--- src/rtl/avam_pkg.sv ---
// avam_pkg: shared widths, codes and types for the volume atlas address map.
// Used by avam_div, volume_atlas_address_map and avam_checker.
package avam_pkg;

  localparam int COORD_BITS = 16;
  localparam int GRID_BITS  = 10;
  localparam int SLICE_BITS = 7;
  localparam int Z_BITS     = 6;
  localparam int MAX_SLICES = 64;
  localparam int CFG_IDX_BITS = 3;

  // one quotient bit per divider stage
  localparam int DIV_STAGES = COORD_BITS;
  // input register + divider + multiply stage + output register
  localparam int PIPE_LATENCY = DIV_STAGES + 3;

  // inverse slice index: (y / grid_height) * tile_columns + (x / grid_width)
  localparam int SLICE_SUM_BITS = COORD_BITS + SLICE_BITS + 1;

  typedef enum logic {
    FUNC_FWD = 1'b0,
    FUNC_INV = 1'b1
  } func_t;

  typedef enum logic [CFG_IDX_BITS-1:0] {
    REG_GRID_WIDTH   = 3'd0,
    REG_GRID_HEIGHT  = 3'd1,
    REG_GRID_DEPTH   = 3'd2,
    REG_TILE_COLUMNS = 3'd3,
    REG_TILE_ROWS    = 3'd4,
    REG_ATLAS_WIDTH  = 3'd5,
    REG_ATLAS_HEIGHT = 3'd6
  } cfg_reg_t;

  typedef struct packed {
    func_t                 func;
    logic [COORD_BITS-1:0] x;
    logic [COORD_BITS-1:0] y;
    logic [Z_BITS-1:0]     z;
  } item_t;

endpackage

--- src/rtl/avam_div.sv ---
// avam_div: pipelined restoring divider, one quotient bit per register stage.
// Depends on avam_pkg for widths and stage count.
module avam_div import avam_pkg::*; (
  input  logic                  clk,
  input  logic [COORD_BITS-1:0] dividend,
  input  logic [GRID_BITS-1:0]  divisor,
  output logic [COORD_BITS-1:0] quotient,
  output logic [GRID_BITS-1:0]  remainder
);

  logic [COORD_BITS-1:0] num_r [DIV_STAGES];
  logic [GRID_BITS-1:0]  rem_r [DIV_STAGES];
  logic [GRID_BITS-1:0]  den_r [DIV_STAGES];

  logic [COORD_BITS-1:0] src_num [DIV_STAGES];
  logic [GRID_BITS-1:0]  src_rem [DIV_STAGES];
  logic [GRID_BITS-1:0]  src_den [DIV_STAGES];

  logic [COORD_BITS-1:0] num_next [DIV_STAGES];
  logic [GRID_BITS-1:0]  rem_next [DIV_STAGES];

  always_comb begin
    src_num[0] = dividend;
    src_rem[0] = '0;
    src_den[0] = divisor;
    for (int i = 1; i < DIV_STAGES; i++) begin
      src_num[i] = num_r[i-1];
      src_rem[i] = rem_r[i-1];
      src_den[i] = den_r[i-1];
    end
  end

  // num shifts the dividend out at the top and the quotient in at the bottom
  always_comb begin
    logic [GRID_BITS:0] trial;
    for (int i = 0; i < DIV_STAGES; i++) begin
      trial = {src_rem[i], src_num[i][COORD_BITS-1]};
      if (trial >= {1'b0, src_den[i]}) begin
        rem_next[i] = GRID_BITS'(trial - {1'b0, src_den[i]});
        num_next[i] = {src_num[i][COORD_BITS-2:0], 1'b1};
      end else begin
        rem_next[i] = trial[GRID_BITS-1:0];
        num_next[i] = {src_num[i][COORD_BITS-2:0], 1'b0};
      end
    end
  end

  always_ff @(posedge clk) begin
    for (int i = 0; i < DIV_STAGES; i++) begin
      num_r[i] <= num_next[i];
      rem_r[i] <= rem_next[i];
      den_r[i] <= src_den[i];
    end
  end

  assign quotient  = num_r[DIV_STAGES-1];
  assign remainder = rem_r[DIV_STAGES-1];

endmodule

--- src/rtl/volume_atlas_address_map.sv ---
// volume_atlas_address_map: top level, maps volume cells to atlas texels and back.
// Depends on avam_pkg and avam_div.
//
// Usage:
//   Requests enter on start/func/coord_x/coord_y/coord_z; a transaction is
//   accepted at a clock edge with start high and busy low. busy stays low, so
//   one request can be accepted every cycle.
//   Each request yields one result on ok/out_x/out_y/out_z, marked by done for
//   exactly one cycle, after the input register, 16 divider stages, a multiply
//   stage and the output register. Results come out in request order. The
//   receiver cannot stall, so the pipeline never holds.
//   Throughput is one request per cycle; the bit-per-stage dividers compute
//   x / grid_width (or z / tile_columns) and y / grid_height.
//   Configuration is written over cfg_valid/cfg_ready/cfg_index/cfg_data
//   (cfg_ready is always high) while no request is in flight; indexes above
//   the last register are ignored.
//   Synchronous reset clears the configuration registers to zero and drops
//   every request in flight; no result strobes after reset until a new request
//   is accepted.
module volume_atlas_address_map import avam_pkg::*; (
  input  logic                    clk,
  input  logic                    rst,
  input  logic                    start,
  output logic                    busy,
  input  logic                    func,
  input  logic [COORD_BITS-1:0]   coord_x,
  input  logic [COORD_BITS-1:0]   coord_y,
  input  logic [Z_BITS-1:0]       coord_z,
  output logic                    done,
  output logic                    ok,
  output logic [COORD_BITS-1:0]   out_x,
  output logic [COORD_BITS-1:0]   out_y,
  output logic [Z_BITS-1:0]       out_z,
  input  logic                    cfg_valid,
  output logic                    cfg_ready,
  input  logic [CFG_IDX_BITS-1:0] cfg_index,
  input  logic [COORD_BITS-1:0]   cfg_data
);

  logic [GRID_BITS-1:0]  grid_width;
  logic [GRID_BITS-1:0]  grid_height;
  logic [SLICE_BITS-1:0] grid_depth;
  logic [SLICE_BITS-1:0] tile_columns;
  logic [SLICE_BITS-1:0] tile_rows;
  logic [COORD_BITS-1:0] atlas_width;
  logic [COORD_BITS-1:0] atlas_height;

  assign busy      = 1'b0;
  assign cfg_ready = 1'b1;

  always_ff @(posedge clk) begin
    if (rst) begin
      grid_width   <= '0;
      grid_height  <= '0;
      grid_depth   <= '0;
      tile_columns <= '0;
      tile_rows    <= '0;
      atlas_width  <= '0;
      atlas_height <= '0;
    end else if (cfg_valid && cfg_ready) begin
      case (cfg_reg_t'(cfg_index))
        REG_GRID_WIDTH:   grid_width   <= cfg_data[GRID_BITS-1:0];
        REG_GRID_HEIGHT:  grid_height  <= cfg_data[GRID_BITS-1:0];
        REG_GRID_DEPTH:   grid_depth   <= cfg_data[SLICE_BITS-1:0];
        REG_TILE_COLUMNS: tile_columns <= cfg_data[SLICE_BITS-1:0];
        REG_TILE_ROWS:    tile_rows    <= cfg_data[SLICE_BITS-1:0];
        REG_ATLAS_WIDTH:  atlas_width  <= cfg_data;
        REG_ATLAS_HEIGHT: atlas_height <= cfg_data;
        default: ;
      endcase
    end
  end

  // ---------------- input register ----------------
  logic  in_valid;
  item_t in_item;

  always_ff @(posedge clk) begin
    if (rst) begin
      in_valid <= 1'b0;
    end else begin
      in_valid <= start && !busy;
    end
  end

  always_ff @(posedge clk) begin
    in_item <= '{func: func_t'(func), x: coord_x, y: coord_y, z: coord_z};
  end

  // ---------------- dividers ----------------
  // divider A: x / grid_width for inverse, z / tile_columns for forward
  logic [COORD_BITS-1:0] div_a_num;
  logic [GRID_BITS-1:0]  div_a_den;
  logic [COORD_BITS-1:0] quo_a, quo_b;
  logic [GRID_BITS-1:0]  rem_a, rem_b;

  always_comb begin
    if (in_item.func == FUNC_INV) begin
      div_a_num = in_item.x;
      div_a_den = grid_width;
    end else begin
      div_a_num = COORD_BITS'(in_item.z);
      div_a_den = GRID_BITS'(tile_columns);
    end
  end

  avam_div u_div_a (
    .clk       (clk),
    .dividend  (div_a_num),
    .divisor   (div_a_den),
    .quotient  (quo_a),
    .remainder (rem_a)
  );

  avam_div u_div_b (
    .clk       (clk),
    .dividend  (in_item.y),
    .divisor   (grid_height),
    .quotient  (quo_b),
    .remainder (rem_b)
  );

  // item travels alongside the dividers
  logic  dly_valid [DIV_STAGES];
  item_t dly_item  [DIV_STAGES];

  always_ff @(posedge clk) begin
    if (rst) begin
      for (int i = 0; i < DIV_STAGES; i++) dly_valid[i] <= 1'b0;
    end else begin
      dly_valid[0] <= in_valid;
      for (int i = 1; i < DIV_STAGES; i++) dly_valid[i] <= dly_valid[i-1];
    end
  end

  always_ff @(posedge clk) begin
    dly_item[0] <= in_item;
    for (int i = 1; i < DIV_STAGES; i++) dly_item[i] <= dly_item[i-1];
  end

  // ---------------- multiply stage ----------------
  item_t d_item;
  assign d_item = dly_item[DIV_STAGES-1];

  logic                           m_valid;
  func_t                          m_func;
  logic                           m_rej;
  logic [COORD_BITS-1:0]          m_x, m_y;
  logic [Z_BITS+GRID_BITS-1:0]    m_px, m_py;
  logic [COORD_BITS+SLICE_BITS-1:0] m_ps;
  logic [COORD_BITS-1:0]          m_qa;
  logic [GRID_BITS-1:0]           m_ra, m_rb;

  logic fwd_rej, inv_rej;

  always_comb begin
    fwd_rej = (tile_columns == '0) || (tile_rows == '0) ||
              (d_item.x >= COORD_BITS'(grid_width)) ||
              (d_item.y >= COORD_BITS'(grid_height)) ||
              (SLICE_BITS'(d_item.z) >= grid_depth);
    inv_rej = (grid_width == '0) || (grid_height == '0) ||
              (tile_columns == '0) || (tile_rows == '0) ||
              (d_item.x >= atlas_width) || (d_item.y >= atlas_height);
  end

  always_ff @(posedge clk) begin
    if (rst) begin
      m_valid <= 1'b0;
    end else begin
      m_valid <= dly_valid[DIV_STAGES-1];
    end
  end

  always_ff @(posedge clk) begin
    m_func <= d_item.func;
    m_rej  <= (d_item.func == FUNC_INV) ? inv_rej : fwd_rej;
    m_x    <= d_item.x;
    m_y    <= d_item.y;
    // forward: z mod / div tile_columns both fit in Z_BITS
    m_px   <= Z_BITS'(rem_a) * grid_width;
    m_py   <= Z_BITS'(quo_a) * grid_height;
    m_ps   <= quo_b * tile_columns;
    m_qa   <= quo_a;
    m_ra   <= rem_a;
    m_rb   <= rem_b;
  end

  // ---------------- output stage ----------------
  logic [COORD_BITS:0]     tx, ty;
  logic [SLICE_SUM_BITS-1:0] slice;
  logic                    slice_bad;
  logic                    ok_next;
  logic [COORD_BITS-1:0]   x_next, y_next;
  logic [Z_BITS-1:0]       z_next;

  always_comb begin
    tx = (COORD_BITS+1)'(m_px) + (COORD_BITS+1)'(m_x);
    ty = (COORD_BITS+1)'(m_py) + (COORD_BITS+1)'(m_y);
    slice = SLICE_SUM_BITS'(m_ps) + SLICE_SUM_BITS'(m_qa);
    slice_bad = (slice >= SLICE_SUM_BITS'(grid_depth)) ||
                (slice >= SLICE_SUM_BITS'(MAX_SLICES));
    ok_next = 1'b0;
    x_next  = '0;
    y_next  = '0;
    z_next  = '0;
    if (m_func == FUNC_FWD) begin
      if (!m_rej) begin
        ok_next = (tx < (COORD_BITS+1)'(atlas_width)) &&
                  (ty < (COORD_BITS+1)'(atlas_height));
        x_next  = tx[COORD_BITS-1:0];
        y_next  = ty[COORD_BITS-1:0];
      end
    end else begin
      if (!m_rej && !slice_bad) begin
        ok_next = 1'b1;
        x_next  = COORD_BITS'(m_ra);
        y_next  = COORD_BITS'(m_rb);
        z_next  = slice[Z_BITS-1:0];
      end
    end
  end

  always_ff @(posedge clk) begin
    if (rst) begin
      done <= 1'b0;
    end else begin
      done <= m_valid;
    end
  end

  always_ff @(posedge clk) begin
    ok    <= ok_next;
    out_x <= x_next;
    out_y <= y_next;
    out_z <= z_next;
  end

endmodule

--- config.mk ---
export PLATFORM = sky130hd
export DESIGN_NAME = volume_atlas_address_map
export DESIGN_NICKNAME = d
export VERILOG_FILES = /design/src/rtl/avam_pkg.sv /design/src/rtl/avam_div.sv /design/src/rtl/volume_atlas_address_map.sv
export SDC_FILE = /design/constraint.sdc
export NUM_CORES = 2
export LEC_CHECK = 0
export BUFFER_PORTS_ARGS = -buffer_cell sky130_fd_sc_hd__buf_2
export CAP_MARGIN = 20
export CORE_ASPECT_RATIO = 2
export CORE_MARGIN = 2
export CORE_UTILIZATION = 30
export CTS_BUF_LIST = sky130_fd_sc_hd__clkbuf_4 sky130_fd_sc_hd__clkbuf_8
export CTS_CLUSTER_SIZE = 12
export DETAILED_ROUTE_END_ITERATION = 8
export GPL_TIMING_DRIVEN = 0
export PLACE_DENSITY = 0.42
export SYNTH_ARGS = -nofsm -noshare
export SYNTH_HDL_FRONTEND = slang
export SYNTH_SLANG_ARGS = --single-unit
--- constraint.sdc ---
create_clock -name clk -period 6.62 [get_ports clk]
set_input_delay 0.993 -clock clk [delete_from_list [all_inputs] [get_ports clk]]
set_output_delay 0.993 -clock clk [all_outputs]
set_load 0.01 [all_outputs]
* Word level (Yosys, flattened, before mapping)
Memories as Yosys holds them, arrays and structs flattened. A register that Yosys moved wholly into a read port is not among the register bits.
Cells that the tools add are included.
** Storage, ports and cells
- Register bits after elaboration :: 268
- Latch bits :: 0
- RAM bits :: 1792
- Bits in read-only memories :: 0
- Input bits :: 62
- Output and inout port bits :: 42
- Logic and storage cells :: 257
- Memories kept :: 8
** Operators by class
- Add/subtract/negate cells :: 35
- Multiply operators :: 3
- Divide/modulo/power cells :: 0
- Magnitude comparators :: 41
- Equality and inequality tests :: 6
- Shift operators :: 0
- Multiplexer cells :: 95
- Bitwise gates (word level) :: 16
- Reduce and logical (&&, ||, !) cells :: 27
** Memories
- dly_item :: words 16, bits a word 39, read ports 16, clocked after memory_dff 0, wr ports 16, line volume_atlas_address_map.sv:125 : item_t dly_item [DIV_STAGES];
- u_div_a.num_r :: words 16, bits a word 16, read ports 16, clocked after memory_dff 0, wr ports 16, line avam_div.sv:11 : logic [COORD_BITS-1:0] num_r [DIV_STAGES];
- u_div_b.num_r :: words 16, bits a word 16, read ports 16, clocked after memory_dff 0, wr ports 16, line avam_div.sv:11
- u_div_a.den_r :: words 16, bits a word 10, read ports 15, clocked after memory_dff 0, wr ports 16, line avam_div.sv:13 : logic [GRID_BITS-1:0] den_r [DIV_STAGES];
- u_div_a.rem_r :: words 16, bits a word 10, read ports 16, clocked after memory_dff 0, wr ports 16, line avam_div.sv:12 : logic [GRID_BITS-1:0] rem_r [DIV_STAGES];
- u_div_b.den_r :: words 16, bits a word 10, read ports 15, clocked after memory_dff 0, wr ports 16, line avam_div.sv:13
- +2 memories
** Operators with widths (number)
- 2-to-1 mux 10 bit :: 35
- >= comparator 11 x 10 -> 1 bit :: 30
- subtractor 10 bit :: 30
- 2-to-1 mux 16 bit :: 5
- 2-to-1 mux 1 bit :: 55
- adder 16 x 16 -> 17 bit :: 2
- < comparator 17 x 16 -> 1 bit :: 2
- >= comparator 16 x 10 -> 1 bit :: 2
- >= comparator 16 bit :: 2
- multiplier 6 x 10 -> 16 bit :: 2
- adder 23 x 16 -> 24 bit :: 1
- >= comparator 24 x 7 -> 1 bit :: 1
- >= comparator 24 x 7 -> 1 bit (second input constant) :: 1
- multiplier 16 x 7 -> 23 bit :: 1
- >= comparator 1 x 10 -> 1 bit :: 2
- logical NOT 10 bit :: 2
- subtractor 1 x 10 -> 10 bit :: 2
- bitwise OR 1 bit :: 16
- AND reduction 2 bit :: 8
- logical NOT 7 bit :: 2
- logical OR 1 bit :: 10
- == test 3 bit (second input constant) :: 3
- >= comparator 6 x 7 -> 1 bit :: 1
- == test 3 x 2 -> 1 bit (second input constant) :: 2
- other kinds (4) :: 6

* Longest topological paths before layout
- Word-level depth :: 7
- Depth in mapped cells :: 21
- Mapped depth without buffers :: 19

* Hierarchy
Synthesis repeated with hierarchy kept, for this count alone.
** Second synthesis, totals
- Cells, all modules :: 6232
- Area, all modules :: 73025.0 sq um
** Modules (own cells, without submodules)
- volume_atlas_address_map :: instances 1, cells an instance 2755, area each 31989.4 sq um, sequential area each 18397.6 sq um
- avam_div at u_div_b :: instances 1, cells an instance 1739, area each 20518.4 sq um, sequential area each 11330.9 sq um
- avam_div at u_div_a :: instances 1, cells an instance 1738, area each 20517.2 sq um, sequential area each 11330.9 sq um

* Worst setup path after synthesis
Ideal clock, no wire load.
- Path type :: flip-flop to flip-flop
- Start point :: register tile_columns[6]
- End point :: register m_ps[18]
- Library setup time :: 72 ps
- Arrival time :: 5023 ps
- Required time :: 6548 ps
- Slack :: 1524 ps
- Cell stages (with the launch flop) :: 19
- Path buffers :: 2
- Period minus slack after synthesis :: 5096 ps
- Cell sequence :: dfxtp_1 -> clkbuf_1 -> clkbuf_1 -> nand2_1 -> fa_1 -> fa_1 -> fa_1 -> inv_1 -> fa_1 -> ha_1 -> a211oi_1 -> o21ai_0 -> a21oi_1 -> o21ai_1 -> o41a_1 -> a21oi_1 -> o21bai_1 -> a21oi_1 -> xnor2_1
** On the way
- Word-level cells in the longest chain between the ends :: 1
** Ends and longest elaborated chain
- from (decl) :: line volume_atlas_address_map.sv:43 : logic [SLICE_BITS-1:0] tile_columns;
- from (signal assigned) :: line volume_atlas_address_map.sv:65 : REG_TILE_COLUMNS: tile_columns <= cfg_data[SLICE_BITS-1:0];
- multiplier 16 x 7 -> 23 bit :: line volume_atlas_address_map.sv:182 : m_ps <= quo_b * tile_columns;
- to (signal assigned) :: line volume_atlas_address_map.sv:182
- to (decl) :: line volume_atlas_address_map.sv:150 : logic [COORD_BITS+SLICE_BITS-1:0] m_ps;
Every way passes these cells.
A chain may end at the register's enable or synchronous reset.

* Worst setup path after layout
- Start point :: register tile_columns[3]
- End point :: register m_ps[18]
The elaborated chain is that of the path after synthesis.

==> key figures <==
Outcome
  – Outcome: finished clean

Clock tree
  – CTS tree: built
  – Clock transition at path regs: 0.06 ns
  – Root Driver: clkbuf_8
  – Clk sink count: 1931
  – Setup repair bufs after CTS: 0
  – Htree depth: 5
  – Clock Latency Late Sink: 0.97 ns
  – CTS max path bufs: 4
  – CTS buffer count: 294

Yosys
  – Netlist cell types: 66
  – Post-synth top area cell: dfxtp_1
  – Simple-Gate Fraction of Synth Area: 0.0832
  – Mapped cell area: 68600 sq um
  – Sequential-to-total area share from yosys stat: 0.564
  – Mapped Cells: 5993
  – Net Count, Synth: 6759
  – Synthesized flop and latch total: 1931
  – Proportion of synthesized area in mux cells: 0.0480
  – Post-synth EDFFs: 0
  – Post-Synth Adder-Cell Area: 0.147
  – Synth top area share: 0.564
  – Xor/xnor share of the synthesized area: 0.0317
  – Most frequent cell after synthesis: dfxtp_1
  – Post-synthesis compound-gate area fraction: 0.0826
  – Largest family of logic cells by synthesized area: adder cells
  – Syn avg cell area: 11.4 sq um
  – Top cells by count, synth: dfxtp_1, inv_1, ha_1
  – Warnings from Yosys: 0
  – Synth async-reset ratio: 0
  – Main flop type after synthesis: dfxtp_1
  – Synth top area cells: dfxtp_1, ha_1, fa_1

STA
  – Pins over their slew limit: 0
  – Final min period: 6.30 ns
  – Setup TNS: 0 ns
  – Final setup fails: 0
  – Slew margin rel.: 0.172
  – Fin Hold WS: 0.156 ns
  – Clock skew: 0.0803 ns
  – Fin crit share: 0.951
  – RSZ-0062 raised after global routing: false
  – Max Clk Rate: 159 MHz
  – Worst-margin pin slew: 1.23 ns
  – Final Hold Viols: 0

Setup path
  – Most Frequent Cell on Critical Path: fa_1
  – Critical path class: reg -> reg
  – Crit-path cells: clkbuf_1, nand2_1, fa_1, fa_1, fa_1, inv_1, fa_1, ha_1, a211oi_1, o21ai_0, a21oi_1, o21ai_1, o41a_1, a21oi_1, o21bai_1, a21oi_1, xnor2_1
  – Worst Path Required: 7.46 ns
  – Worst stage delay on the critical path: 0.75 ns
  – Crit path DAT: 7.13 ns
  – Slowest cell on crit path: dfxtp_1
  – Startpoint types: register
  – Worst-path maximum fanout: 10
  – CP endpoint kind: register

GRT
  – Number of global-route vias before repair: 45314
  – Pin count of the biggest net entering global routing: 13
  – Initial antenna violation count: 10
  – First-pass GRT wire length: 257000 microns
  – Grt ovf: 0
  – Gr usage total: 0.145

Placed design
  – DP Area: 72900 sq um
  – GP Congestion: 0.860
  – DP HPWL: 129000 microns
  – I/O Buffers: 98
  – Placed Cells incl. Taps: 9093

Min path
  – Hold/Removal Path Class: in -> reg

Cells and area
  – Final core utilization: 0.349
  – Fin area: 79400 sq um
  – Nets@finish: 7155
  – Final cell count without fillers: 9619
  – Layout cell share with drive strength beyond 1: 0.133
  – Layout area overhead: 15.8%

Drt
  – DRT Pass-1 Iters: 6
  – Via density: 4.31
  – DRC: 0
  – Antenna-violating nets left: 0
  – Vias: 41414
  – Initial DRC Count: 1365
  – Routed len/inst: 17.5 microns
  – WL final: 169000 microns

Power
  – P per Cell Area: 452 nW/um^2
  – Leak: 34.1 nW
  – Maximum vdd drop: 155 uV

Floorplan
  – Die X-Extent: 342 microns
  – Height of the die: 680 microns
  – Top Ports: 104
  – Starting Density: 0.301
  – Total core area: 228000 sq um
  – Site Rows: 248
  – Die area: 233000 sq um

Run
  – Max cap viols: 0
-- sequential cells by signal, indices dropped and copies added (netlist names), 23 cells and up --
signal         flops
dly_item         624
u_div_a.den_r    150
u_div_a.rem_r    160
in_item           39
u_div_a.num_r    256
u_div_b.num_r    136
m_ps              23
u_div_b.den_r    150
u_div_b.rem_r    160
-- stage by stage --
step | setup WS [ns] | power (mW)
5_1_grt | 0.0000338 | 38.2
3_5_place_dp | 0.108 | 25.5
3_3_place_gp | 0.106 | 25.5
4_1_cts | 0.0113 | 36.6
6_report | 0.325 | 35.9
2_1_floorplan | 1.52 | 22.4
-- final cells by class --
type / instances / area, sq um
Inverter: 680 / 2550
Buffer: 100 / 445
Sequential cell: 1931 / 38700
Antenna cell: 16 / 40.0
Tap cell: 3000 / 3750
Multi-Input combinational cell: 3276 / 26900
Clock inverter: 72 / 847
Clock buffer: 438 / 5620
Timing Repair Buffer: 106 / 568
Fill cell: 22892 / 148000
-- worst max-delay path: cells and delay by family, from the launching register on --
kind / cells / cell delay [ns]
AND/OR/NAND/NOR: 1 / 0.16
AO/OA/AOI/OAI: 8 / 2.16
buffers and inverters: 2 / 0.55
adder cells (fa/ha/maj): 5 / 2.44
flip-flops: 1 / 0.75
XOR/XNOR: 1 / 0.13
-- cells by family after synthesis --
kind of cell | count (synthesis)
AO/OA/AOI/OAI | 834
XOR/XNOR | 248
adder cells (fa/ha/maj) | 704
buffers and inverters | 786
flip-flops | 1931
multiplexers | 302
other | 2
AND/OR/NAND/NOR | 1186
-- what timing repair did --
item | in CTS | in global routing
hold endpoints to repair | 5 | 0
gates resized for setup | 0 | 4
hold buffers | 5 | 0
setup endpoints to repair | 0 | 5
-- path summary, 6_finish.rpt --
check	startpoint	endpoint	cells after the start	slack [ns]
worst max-delay path	tile_columns[3]	m_ps[18]	17	0.32
worst min-delay path	coord_x[1]	in_item[23]	1	0.16
worst max register to register	tile_columns[3]	m_ps[18]	17	0.32
worst min register to register	dly_item[0][204]	dly_item[0][243]	0	0.27
-- power by group --
part	internal, mW	leakage, nW	total [mW]	switching [mW]
logic	4.91	14.6	10.3	5.43
clock network	6.07	3.37	10.7	4.67
registers	13.7	16.1	14.8	1.11
-- routing by layer --
layer | share of wire | global-route usage | vias up | routed length, microns
met5 | 0.00019 | 0 | - | 32
met4 | 0.076 | 0.105 | 6 | 12900
met3 | 0.037 | 0.0251 | 468 | 6260
met2 | 0.54 | 0.283 | 757 | 91200
met1 | 0.35 | 0.132 | 19493 | 58400
li1 | - | - | 20690 | -
-- cell usage in the layout, fill, tap and decap left out, types with 32 or more instances in the layout --
cell type  count
clkbuf_4      66
and2_1       143
buf_2        127
inv_1        679
o21ai_0      137
a21boi_0      35
xor2_1        76
nor2_1       245
nor3_1        45
fa_1         168
mux2_2       217
a21oi_1      222
clkbuf_8     372
clkbuf_1      65
a21o_1       133
dfxtp_1     1927
o21a_1        51
nand2b_1      52
o211ai_1      32
nand3_1       54
nor2b_1      130
mux2i_1       85
nand2_1      395
ha_1         536
nand4_1       76
xnor2_1      172
(Power assumes the default switching activity.)
